<file path="config.mk">
export PLATFORM = sky130hd
export DESIGN_NAME = gap_buffer_text_editor_flat
export DESIGN_NICKNAME = d
export VERILOG_FILES = /design/src/hw/rtl/gbte_pkg.sv /design/src/hw/rtl/gbte_req_if.sv /design/src/hw/rtl/gbte_rsp_if.sv /design/src/hw/rtl/gap_buffer_text_editor.sv /design/src/flat_wrapper.sv
export SDC_FILE = /design/constraint.sdc
export NUM_CORES = 1
export LEC_CHECK = 0
export BUFFER_PORTS_ARGS = -buffer_cell sky130_fd_sc_hd__buf_2
export CAP_MARGIN = 20
export CELL_PAD_IN_SITES_DETAIL_PLACEMENT = 0
export CELL_PAD_IN_SITES_GLOBAL_PLACEMENT = 1
export CORE_MARGIN = 2
export CORE_UTILIZATION = 48
export CTS_BUF_LIST = sky130_fd_sc_hd__clkbuf_2
export DETAILED_ROUTE_END_ITERATION = 6
export PLACE_DENSITY_LB_ADDON = 0.25
export SYNTH_ARGS = -nofsm -noshare
export SYNTH_HDL_FRONTEND = slang
export SYNTH_SLANG_ARGS = --single-unit
export TNS_END_PERCENT = 5
</file>
<file path="constraint.sdc">
create_clock -name clk -period 4.5 [get_ports clk]
set_input_delay 0.225 -clock clk [delete_from_list [all_inputs] [get_ports clk]]
set_output_delay 0.225 -clock clk [all_outputs]
set_load 0.005 [all_outputs]
</file>
<file path="src/hw/rtl/gbte_pkg.sv">
`timescale 1ns / 1ps

package gbte_pkg;

  // Field widths of the request and response items
  localparam int unsigned OP_W     = 2;
  localparam int unsigned CH_W     = 8;
  localparam int unsigned OFFSET_W = 10;
  localparam int unsigned STATUS_W = 2;
  localparam int unsigned COUNT_W  = 9;

  typedef enum logic [OP_W-1:0] {
    OP_INSERT = 2'd0,
    OP_DELETE = 2'd1,
    OP_MOVE   = 2'd2,
    OP_NONE   = 2'd3
  } op_t;

  typedef enum logic [STATUS_W-1:0] {
    ST_OK    = 2'd0,
    ST_FULL  = 2'd1,
    ST_EMPTY = 2'd2,
    ST_RANGE = 2'd3
  } status_t;

endpackage

</file>
<file path="src/hw/rtl/gbte_req_if.sv">
`timescale 1ns / 1ps

interface gbte_req_if;
  logic                                 valid;
  logic                                 ready;
  logic [gbte_pkg::OP_W-1:0]            opcode;
  logic [gbte_pkg::CH_W-1:0]            ch;
  logic signed [gbte_pkg::OFFSET_W-1:0] offset;

  modport source (output valid, output opcode, output ch, output offset, input ready);
  modport sink   (input valid, input opcode, input ch, input offset, output ready);
endinterface

</file>
<file path="src/hw/rtl/gbte_rsp_if.sv">
`timescale 1ns / 1ps

interface gbte_rsp_if;
  logic                             valid;
  logic                             ready;
  logic [gbte_pkg::STATUS_W-1:0]    status;
  logic [gbte_pkg::COUNT_W-1:0]     cursor_pos;
  logic [gbte_pkg::COUNT_W-1:0]     text_len;

  modport source (output valid, output status, output cursor_pos, output text_len,
                  input ready);
  modport sink   (input valid, input status, input cursor_pos, input text_len,
                  output ready);
endinterface

</file>
<file path="src/hw/rtl/gap_buffer_text_editor.sv">
`timescale 1ns / 1ps

// Gap buffer text editor.
// req channel: one edit item (opcode, ch, offset). rsp channel: one item per
// request with status, cursor_pos and text_len after the edit.
// The store holds CAPACITY bytes: text before the cursor sits at
// [0, cursor), the gap at [cursor, gap_end), text after it at
// [gap_end, CAPACITY).
// Flow: an item is taken only in IDLE. For insert, delete, rejected moves,
// a zero move and the unused opcode, the item passes EXEC, then DONE loads
// the result register and rsp.valid rises; the next item is taken back in IDLE.
// A move by n positions copies n bytes in COPY: it issues the first read, then
// writes each byte read the cycle before, and leaves once the loop is empty.
// The copy loop and the byte store's one read / one write port set the rate.
// Reset clears the cursor to 0, puts gap_end at CAPACITY and empties the
// result register; the byte store is not cleared, no clearing pass is run.
// If the receiver stalls, the result stays in the output register; a second
// result waits in the final state until that register frees, and req.ready
// stays low meanwhile.
module gap_buffer_text_editor #(
  parameter int unsigned CAPACITY = 256
) (
  input  logic       clk,
  input  logic       rst,
  gbte_req_if.sink   req,
  gbte_rsp_if.source rsp
);

  localparam int unsigned AW = $clog2(CAPACITY);      // store address
  localparam int unsigned CW = $clog2(CAPACITY + 1);  // counts 0..CAPACITY
  localparam int unsigned NW = gbte_pkg::OFFSET_W;    // move magnitude
  localparam int unsigned WW = (CW > NW) ? CW : NW;   // compare width

  typedef enum logic [3:0] {
    S_IDLE = 4'b0001,
    S_EXEC = 4'b0010,
    S_COPY = 4'b0100,
    S_DONE = 4'b1000
  } state_t;

  state_t state;

  // captured request
  gbte_pkg::op_t                 op_r;
  logic [gbte_pkg::CH_W-1:0]     ch_r;
  logic [gbte_pkg::OFFSET_W-1:0] off_r;

  // editor state
  logic [CW-1:0] cursor;
  logic [CW-1:0] gap_end;
  gbte_pkg::status_t status_r;

  // copy loop
  logic [AW-1:0] rd_addr;
  logic [AW-1:0] wr_addr;
  logic [NW-1:0] rd_left;
  logic          rd_pend;
  logic          dir_up;

  // byte store
  logic [7:0]    text_store [CAPACITY];
  logic [7:0]    rd_data;
  logic          mem_we;
  logic [AW-1:0] mem_wa;
  logic [7:0]    mem_wd;

  // output register
  logic                              out_valid;
  logic [gbte_pkg::STATUS_W-1:0]     out_status;
  logic [gbte_pkg::COUNT_W-1:0]      out_cursor;
  logic [gbte_pkg::COUNT_W-1:0]      out_len;

  // ---------------------------------------------------------------------------
  // Execute-stage arithmetic
  // ---------------------------------------------------------------------------
  logic [NW-1:0] mag;
  logic [WW-1:0] mag_w;
  logic [WW-1:0] room_w;
  logic [WW-1:0] cur_w;
  logic [CW-1:0] room;
  logic [CW-1:0] mag_c;
  logic [CW-1:0] cur_m1;
  logic [CW-1:0] gap_m1;
  logic          off_neg;
  logic          off_zero;

  assign off_neg  = off_r[NW-1];
  assign off_zero = (off_r == '0);
  assign mag      = off_neg ? (~off_r + NW'(1)) : off_r;   // -512 gives 512
  assign room     = CW'(CAPACITY) - gap_end;                // bytes after cursor
  assign mag_w    = WW'(mag);
  assign room_w   = WW'(room);
  assign cur_w    = WW'(cursor);
  assign mag_c    = mag_w[CW-1:0];                          // used for the cursor and gap_end steps
  assign cur_m1   = cursor - CW'(1);
  assign gap_m1   = gap_end - CW'(1);

  // separate step adders for the two copy addresses
  logic [AW-1:0] rd_step;
  logic [AW-1:0] wr_step;
  assign rd_step = dir_up ? rd_addr + AW'(1) : rd_addr - AW'(1);
  assign wr_step = dir_up ? wr_addr + AW'(1) : wr_addr - AW'(1);

  // text length for the result
  logic [CW-1:0]      len;
  logic [CW+8:0]      cur_wide;
  logic [CW+8:0]      len_wide;
  assign len      = cursor + room;
  assign cur_wide = {{9{1'b0}}, cursor};
  assign len_wide = {{9{1'b0}}, len};

  logic load_out;
  assign load_out = (state == S_DONE) && (!out_valid || rsp.ready);

  // ---------------------------------------------------------------------------
  // Store write port: insert in EXEC, copy writes in COPY
  // ---------------------------------------------------------------------------
  always_comb begin
    mem_we = 1'b0;
    mem_wa = wr_addr;
    mem_wd = rd_data;
    if (state == S_EXEC && op_r == gbte_pkg::OP_INSERT && cursor != gap_end) begin
      mem_we = 1'b1;
      mem_wa = cursor[AW-1:0];
      mem_wd = ch_r;
    end else if (state == S_COPY && rd_pend) begin
      mem_we = 1'b1;
    end
  end

  always_ff @(posedge clk) begin
    if (mem_we) begin
      text_store[mem_wa] <= mem_wd;
    end
    rd_data <= text_store[rd_addr];
  end

  // ---------------------------------------------------------------------------
  // Sequencer
  // ---------------------------------------------------------------------------
  always_ff @(posedge clk) begin
    if (rst) begin
      state     <= S_IDLE;
      cursor    <= '0;
      gap_end   <= CW'(CAPACITY);
      rd_left   <= '0;
      rd_pend   <= 1'b0;
      out_valid <= 1'b0;
    end else begin
      if (load_out) begin
        out_valid <= 1'b1;
      end else if (rsp.ready) begin
        out_valid <= 1'b0;
      end
      unique case (state)
        S_IDLE: begin
          if (req.valid) begin
            op_r  <= gbte_pkg::op_t'(req.opcode);
            ch_r  <= req.ch;
            off_r <= req.offset;
            state <= S_EXEC;
          end
        end
        S_EXEC: begin
          status_r <= gbte_pkg::ST_OK;
          state    <= S_DONE;
          unique case (op_r)
            gbte_pkg::OP_INSERT: begin
              if (cursor == gap_end) begin
                status_r <= gbte_pkg::ST_FULL;
              end else begin
                cursor <= cursor + CW'(1);
              end
            end
            gbte_pkg::OP_DELETE: begin
              if (cursor == '0) begin
                status_r <= gbte_pkg::ST_EMPTY;
              end else begin
                cursor <= cur_m1;
              end
            end
            gbte_pkg::OP_MOVE: begin
              if (!off_zero) begin
                if (( off_neg && mag_w > cur_w) ||
                    (!off_neg && mag_w > room_w)) begin
                  status_r <= gbte_pkg::ST_RANGE;
                end else begin
                  // right: copy up from gap_end; left: copy down below cursor
                  dir_up  <= !off_neg;
                  rd_left <= mag;
                  rd_pend <= 1'b0;
                  state   <= S_COPY;
                  if (off_neg) begin
                    rd_addr <= cur_m1[AW-1:0];
                    wr_addr <= gap_m1[AW-1:0];
                    cursor  <= cursor - mag_c;
                    gap_end <= gap_end - mag_c;
                  end else begin
                    rd_addr <= gap_end[AW-1:0];
                    wr_addr <= cursor[AW-1:0];
                    cursor  <= cursor + mag_c;
                    gap_end <= gap_end + mag_c;
                  end
                end
              end
            end
            gbte_pkg::OP_NONE: begin
            end
            default: begin
            end
          endcase
        end
        S_COPY: begin
          // read issued this cycle, written the next
          if (rd_left != '0) begin
            rd_addr <= rd_step;
            rd_left <= rd_left - NW'(1);
          end
          rd_pend <= (rd_left != '0);
          if (rd_pend) begin
            wr_addr <= wr_step;
          end
          if (rd_left == '0 && !rd_pend) begin
            state <= S_DONE;
          end
        end
        S_DONE: begin
          if (load_out) begin
            out_status <= status_r;
            out_cursor <= cur_wide[8:0];
            out_len    <= len_wide[8:0];
            state      <= S_IDLE;
          end
        end
        default: begin
          state <= S_IDLE;
        end
      endcase
    end
  end

  assign req.ready      = (state == S_IDLE);
  assign rsp.valid      = out_valid;
  assign rsp.status     = out_status;
  assign rsp.cursor_pos = out_cursor;
  assign rsp.text_len   = out_len;

  // ---------------------------------------------------------------------------
  // Assertions
  // ---------------------------------------------------------------------------
  a_gap_order: assert property (@(posedge clk) disable iff (rst)
    (cursor <= gap_end) && (gap_end <= CW'(CAPACITY)))
    else $error("cursor past gap end or gap end past capacity");

  a_copy_exit: assert property (@(posedge clk) disable iff (rst)
    (state == S_COPY && rd_left == '0 && !rd_pend) |=> (state == S_DONE))
    else $error("copy loop did not finish");

  a_no_write_copy_idle: assert property (@(posedge clk) disable iff (rst)
    (state == S_COPY && !rd_pend) |-> !mem_we)
    else $error("store written without pending copy byte");

  a_delete_step: assert property (@(posedge clk) disable iff (rst)
    (state == S_EXEC && op_r == gbte_pkg::OP_DELETE && cursor != '0)
      |=> (cursor == $past(cursor) - CW'(1)))
    else $error("delete did not step cursor back");

  a_result_held: assert property (@(posedge clk) disable iff (rst)
    (state == S_DONE && out_valid && !rsp.ready) |=> (state == S_DONE))
    else $error("result dropped while output stalled");

endmodule
</file>
<file path="src/flat_wrapper.sv">
// flat-port wrapper written by rule: the top's interface ports become plain ports
module gap_buffer_text_editor_flat 
#(
  parameter int unsigned CAPACITY = 256
)
  (clk, rst, req_valid, req_opcode, req_ch, req_offset, req_ready, rsp_valid, rsp_status, rsp_cursor_pos, rsp_text_len, rsp_ready);
  gbte_req_if req_i ();
  gbte_rsp_if rsp_i ();
  input  logic clk;
  input  logic rst;
  input wire logic [$bits(req_i.valid)-1:0] req_valid;
  input wire logic [$bits(req_i.opcode)-1:0] req_opcode;
  input wire logic [$bits(req_i.ch)-1:0] req_ch;
  input wire logic [$bits(req_i.offset)-1:0] req_offset;
  output wire logic [$bits(req_i.ready)-1:0] req_ready;
  output wire logic [$bits(rsp_i.valid)-1:0] rsp_valid;
  output wire logic [$bits(rsp_i.status)-1:0] rsp_status;
  output wire logic [$bits(rsp_i.cursor_pos)-1:0] rsp_cursor_pos;
  output wire logic [$bits(rsp_i.text_len)-1:0] rsp_text_len;
  input wire logic [$bits(rsp_i.ready)-1:0] rsp_ready;
  assign req_i.valid = req_valid;
  assign req_i.opcode = req_opcode;
  assign req_i.ch = req_ch;
  assign req_i.offset = req_offset;
  assign req_ready = req_i.ready;
  assign rsp_valid = rsp_i.valid;
  assign rsp_status = rsp_i.status;
  assign rsp_cursor_pos = rsp_i.cursor_pos;
  assign rsp_text_len = rsp_i.text_len;
  assign rsp_i.ready = rsp_ready;
  gap_buffer_text_editor #(.CAPACITY(CAPACITY)) u_core (.clk(clk), .rst(rst), .req(req_i), .rsp(rsp_i));
endmodule
</file>
After elaboration in Yosys (flattened, before gate mapping)
Index checks and enable logic that the tools add are counted.
{"block": "totals", "ff_bits": 68, "latchBits": 0, "mem_bits_rw": 0, "rom_bits": 0, "input_bits": 24, "out_inout_bits": 22, "word_cells": 102, "mem_count": 0}
{"block": "op_classes", "add_sub_neg": 10, "mul": 0, "div_mod_pow": 0, "n_lt_le_gt_ge": 2, "eq_ne": 18, "n_shift": 0, "mux": 31, "bitwise": 4, "n_reduce_logical": 25}
{"cell": "9-bit 2-to-1 mux", "n": 6}
{"cell": "10-bit 2-to-1 mux", "n": 5}
{"cell": "9-bit adder", "n": 3}
{"cell": "9-bit one-hot mux with 3 select lines", "n": 1}
{"cell": "4-bit 2-to-1 mux", "n": 6}
{"cell": "10-bit by 9-bit greater-than comparator with 1-bit output", "n": 2}
{"cell": "10-bit zero test", "n": 2}
{"cell": "2-bit inequality test, second input constant", "n": 10}
{"cell": "10-bit one-hot mux with 2 select lines", "n": 1}
{"cell": "9-bit subtractor", "n": 2}
{"cell": "4-bit one-hot mux with 4 select lines", "n": 1}
{"cell": "10-bit by 1-bit adder with 10-bit output, second input constant", "n": 1}
{"cell": "10-bit NOT", "n": 1}
{"cell": "10-bit nonzero test", "n": 1}
{"cell": "10-bit by 1-bit subtractor with 10-bit output, second input constant", "n": 1}
{"cell": "9-bit by 1-bit adder with 9-bit output, second input constant", "n": 1}
{"cell": "9-bit == test", "n": 1}
{"cell": "9-bit zero test", "n": 1}
{"cell": "3-bit AND reduction", "n": 3}
{"cell": "9-bit by 1-bit subtractor with 9-bit output, second input constant", "n": 1}
{"cell": "9-bit subtractor, first input constant", "n": 1}
{"cell": "4-bit AND reduction", "n": 2}
{"cell": "1-bit 2-to-1 mux", "n": 6}
{"cell": "2-bit 2-to-1 mux", "n": 3}
{"cell": "19 further kinds", "n": 28}

Logic depth before layout (Yosys ltp)
{"block": "logic_depth", "depth_word": 10, "depth_mapped": 18, "mapped_depth_nobuf": 18}

Least setup slack after synthesis
Ideal clock, no wire load.
{"block": "synth_timing", "kind": "flip-flop to flip-flop", "startpoint": "reg u_core.off_r[0] (netlist bit)", "endpoint": "reg u_core.cursor[0]", "setup_ns": 0.071, "arrival_ns": 4.000, "t_required_ns": 4.429, "slack_ns": 0.429, "stages_incl_launch_ff": 16, "n_path_buf": 0, "synth_period_minus_slack_ns": 4.071, "path_cell_list": "edfxtp_1 inv_1 ha_1 or3b_1 a211oi_4 inv_1 ha_1 a21o_1 a21o_1 a21o_1 a2111oi_0 o21ai_0 nor4_1 o31ai_4 or2_0 a21oi_1"}
{"block": "synth_between", "elab_chain_len": 8, "word_cells_on_any_way": 18, "classes_between": "add/sub (3); order compare (2); eq/ne (2); mux (5); bitwise (1); reduce/logical (5)"}
{"item": "start: declaration", "line": "gap_buffer_text_editor.sv:46", "text": "logic [gbte_pkg::OFFSET_W-1:0] off_r;"}
{"item": "start signal: assignment", "line": "gap_buffer_text_editor.sv:160", "text": "off_r <= req.offset;"}
{"item": "10-bit NOT", "line": "gap_buffer_text_editor.sv:89", "text": "assign mag = off_neg ? (~off_r + NW'(1)) : off_r;"}
{"item": "10-bit by 1-bit adder with 10-bit output", "line": "gap_buffer_text_editor.sv:89"}
{"item": "10-bit 2-to-1 mux", "line": "gap_buffer_text_editor.sv:89"}
{"item": "9-bit adder, or another cell as far along", "line": "gap_buffer_text_editor.sv:201", "text": "cursor <= cursor + mag_c;"}
{"item": "9-bit 2-to-1 mux, or another cell as far along", "line": "gap_buffer_text_editor.sv:193", "text": "if (off_neg) begin"}
{"item": "9-bit 2-to-1 mux / 1-bit logical OR (equally long branches)", "line": "gap_buffer_text_editor.sv:184", "text": "if (( off_neg && mag_w > cur_w) ||"}
{"item": "9-bit 2-to-1 mux / 2-bit inequality test (equally long branches)"}
{"item": "9-bit one-hot mux with 3 select lines / 6-bit AND reduction (equally long branches)"}
{"item": "end signal: assignment", "line": "gap_buffer_text_editor.sv:172", "text": "cursor <= cursor + CW'(1);"}
{"item": "end signal: assignment", "line": "gap_buffer_text_editor.sv:196", "text": "cursor <= cursor - mag_c;"}
{"item": "end signal: assignment", "line": "gap_buffer_text_editor.sv:201"}
{"item": "end: declaration", "line": "gap_buffer_text_editor.sv:49", "text": "logic [CW-1:0] cursor;"}
Parallel ways exist; a longest one is shown, timed or not. The select of a mux whose other input is x is not followed.
A chain may end at the register's enable or synchronous reset.

Worst setup path in the final report
{"block": "layout_timing", "startpoint": "reg u_core.off_r[1] (netlist bit)", "endpoint": "reg u_core.rd_left[6]"}
{"block": "layout_between", "elab_chain_len": 8, "word_cells_on_any_way": 16, "classes_between": "add/sub (1); order compare (2); eq/ne (2); mux (5); bitwise (1); reduce/logical (5)"}
{"item": "10-bit NOT", "line": "gap_buffer_text_editor.sv:89"}
{"item": "10-bit by 1-bit adder with 10-bit output", "line": "gap_buffer_text_editor.sv:89"}
{"item": "10-bit 2-to-1 mux", "line": "gap_buffer_text_editor.sv:89"}
{"item": "10-bit by 9-bit greater-than comparator with 1-bit output (on tied branches)", "line": "gap_buffer_text_editor.sv:184, gap_buffer_text_editor.sv:185"}
{"item": "1-bit logical AND (on tied branches)", "line": "gap_buffer_text_editor.sv:184, gap_buffer_text_editor.sv:185"}
{"item": "1-bit logical OR", "line": "gap_buffer_text_editor.sv:184"}
{"item": "2-bit inequality test (no line)"}
{"item": "5-bit AND reduction (no line)"}
{"item": "end signal: assignment", "line": "gap_buffer_text_editor.sv:190", "text": "rd_left <= mag;"}
{"item": "end signal: assignment", "line": "gap_buffer_text_editor.sv:217", "text": "rd_left <= rd_left - NW'(1);"}
{"item": "end: declaration", "line": "gap_buffer_text_editor.sv:56", "text": "logic [NW-1:0] rd_left;"}
Parallel ways exist; a longest one is shown, timed or not. The select of a mux whose other input is x is not followed.

==> flow_metrics.tcl <==
set metrics [dict create \
    outcome "complete, no violations" \
    whs_path_depth 2 \
    ys_ff_latch 68 \
    ant_nets 0 \
    min_period_ns 4.14 \
    drive_gt1_frac 0.160 \
    avgSynthCellArea_um2 9.57 \
    setup_viol_count_final 0 \
    dp_slack_ns 0.284 \
    antenna_cells 0 \
    pin_count 46 \
    cp_max_fo 19 \
    end_kind "flip-flop" \
    vias 3877 \
    synth_edf_count 34 \
    die_y_um 104 \
    ys_top_cells_by_area "edfxtp_1 (21%), dfxtp_1 (14%), ha_1 (11%)" \
    whs_ns 0.294 \
    r2r_slack_ns 0.36 \
    fmax_mhz 242 \
    grt_remaining_overflow 0 \
    holdPathEnd "u_core.cursor[1]" \
    cts_setup_buffers 0 \
    reg2reg_depth 15 \
    final_nets 633 \
    clkSlewWorstSetupHoldPaths_ns 0.21 \
    slew_headroom 0.428 \
    synth-seq-area-share 0.355 \
    h-tree-depth 3 \
    synthArstFlopShare 0 \
    grtUsageTotal 0.205 \
    path_buf_inv 3 \
    final_hold_viol_count 0 \
    fin_tns_setup_ns 0 \
    synth_top_area_frac 0.213 \
    initial_core_util 0.493 \
    synthCells 501 \
    ys_warn_count 0 \
    cts_sinks 68 \
    wirelength_um 10900 \
    worst_pin_slew_ns 0.858 \
    power_leakage_nw 2.32 \
    finalMaxSlewViolations 0 \
    ir_worst_vdd_mv 0.156 \
    dieArea_um2 10800 \
    synth_cell_types 68 \
    max_cap_viol_count 0 \
    wl_per_cell_um 15.5 \
    most-common-layout-cells "ha_1 (43), inv_1 (41), nor2_1 (41), buf_2 (37), nand2_1 (36)" \
    yosys_most_used_dff "edfxtp_1" \
    hold_class "primary input to flip-flop" \
    insertion_delay_ns 0.52 \
    worstHoldStart "rst" \
    n_fill_cell 909 \
    fin_crit_sh 0.920 \
    worst_ep_required_time_ns 4.96 \
    grt_max_degree 44 \
    r2r-start "u_core.off_r[1]" \
    dp_hpwl_um 8290 \
    yosys.area.top_type "edfxtp_1" \
    drcViolationCount 0 \
    grt_pass1_vias 3552 \
    worstSetupStartpointType "flip-flop" \
    crit_chain "inv_1 > ha_1 > or3b_1 > a211oi_4 > inv_1 > ha_1 > a21o_1 > a21o_1 > a21o_1 > a2111oi_1 > o21ai_2 > nor4_4 > buf_12 > mux2_2 > o21ai_0" \
    areaGrowthSynthToFinish_pct 13.2 \
    crit_top_cell "a21o_1" \
    utilization 0.558 \
    clock_path_buffers 2 \
    grt_pass1_wl_um 17600 \
    syn-cell-area_um2 4790 \
    crit_family "compound AO/OA/AOI/OAI gates" \
    dr.pass1.iters 4 \
    dieWidth_um 104 \
    critPathArrivalTime_ns 4.60 \
    fin_worst_skew_ns 0.0147 \
    crit_type "flip-flop to flip-flop" \
    drt_first_iter_violations 167 \
    r2r-end "u_core.rd_left[6]" \
    core_um2 9730 \
    cts_tree "built" \
    antenna_found_initial 0 \
    max_stage_delay_ns 0.53 \
    cts_buffers 9 \
    power.density_nw_per_um2 238 \
    core.rowCount 36 \
    portBuffers 37 \
    clockRootBuffer "clkbuf_2" \
    setup_ws_ns 0.361 \
    final_common_cell "ha_1" \
    critPathSlowestCell "edfxtp_1" \
    synth_nets 571 \
    place.gp.congestion 0.845 \
    routed_via_density 5.53 \
]
## worst reg2reg max path, cell delays in order, from the launching register on
cell and delay, ns:
edfxtp_1 0.53, inv_1 0.10, ha_1 0.22, or3b_1 0.41, a211oi_4 0.23, inv_1 0.08
ha_1 0.29, a21o_1 0.17, a21o_1 0.17, a21o_1 0.18, a2111oi_1 0.48, o21ai_2 0.18
nor4_4 0.38, buf_12 0.20, mux2_2 0.33, o21ai_0 0.14
## cells in the mapped netlist (3+ instances only)
cell      number
a211oi_1       5
nand3b_1       5
o31ai_1        3
o21ai_0       13
ha_1          43
nand3_1        6
nor4_1         9
edfxtp_1      34
or4_1          3
clkbuf_1       6
a31oi_1        4
a21oi_1       20
nor3b_1        8
mux2i_1       16
nand2b_1       6
fa_1           3
nand2_1       36
a21o_1        12
nor2_1        41
buf_2          4
a211oi_2       3
dfxtp_1       34
nor3_1        19
o21bai_1       8
and3_1         3
nand4_1        7
xnor2_1       32
xor2_1        21
inv_1         41
nor4b_1        3
nor2b_1        5
buf_6          3
or2_2          3
## worst max-delay path by stage
stage | startpoint | endpoint | slack, ns | cells after the start
6_report | u_core.off_r[1] | u_core.rd_left[6] | 0.36 | 15
3_3_place_gp | u_core.off_r[1] | u_core.rd_left[7] | 0.36 | 15
2_1_floorplan | u_core.off_r[0] | u_core.cursor[0] | 0.43 | 15
4_1_cts | u_core.off_r[1] | u_core.rd_left[6] | 0.21 | 15
5_1_grt | u_core.off_r[1] | u_core.rd_left[6] | -0.01 | 15
3_5_place_dp | u_core.off_r[1] | u_core.rd_left[7] | 0.28 | 15
## state kept, by name (all words and copies together) (netlist names)
name and flops:
u_core.rd_left 10, u_core.state 4, u_core.rsp.valid 1, u_core.off_r 10
u_core.op_r 2, u_core.gap_end 9, u_core.rd_pend 1, u_core.cursor 9
u_core.rsp.text_len 9, u_core.status_r 2, u_core.rsp.cursor_pos 9, u_core.rsp.status 2
## routing by layer
metal  GRT usage  wire length (um)  up-vias
li1            -                 -     1929
met1       0.276              5080     1826
met2       0.334              5030      105
met3      0.0376               523       17
met4      0.0705               222        0
met5           0                 0        -
## per-stage QoR
stage	std cells	power (W)	instance area [um^2]
global placement	670	0.000963	5170
CTS	700	0.00130	5410
floorplan	501	0.000899	4790
finish	701	0.00129	5430
detailed placement	670	0.000971	5170
global route	701	0.00136	5430
## logic make-up after synthesis
kind of cell               share of synthesized area
and+or+nand+nor                                0.187
AOI/OAI and AO/OA                              0.138
DFF                                            0.355
buffers and inverters                         0.0548
xor gates and xnor gates                       0.100
adders and majority gates                      0.127
muxes                                         0.0381
## layout make-up
cell class / instances / area [um^2] / share of cell area
sequential: 68 / 1700 / 0.314
inverter: 42 / 158 / 0.0291
timing repair buffer: 67 / 462 / 0.0851
tap: 133 / 166 / 0.0307
clock inverter: 7 / 51.3 / 0.00945
multi-input combinational: 375 / 2840 / 0.524
clock buffer: 9 / 45.0 / 0.00830
## report_power, final
group          internal, W  switching, W
clock            0.0000753      0.000245
sequential        0.000668     0.0000196
combinational     0.000128      0.000156
## repair_timing
| item | in CTS | in global routing |
|---|---|---|
| resized for setup | 0 | 3 |
| endpoints found under the hold margin | 14 | 0 |
| setup endpoints to repair | 0 | 21 |
| hold buffers | 14 | 0 |
Power figures use the tool's default switching activity.
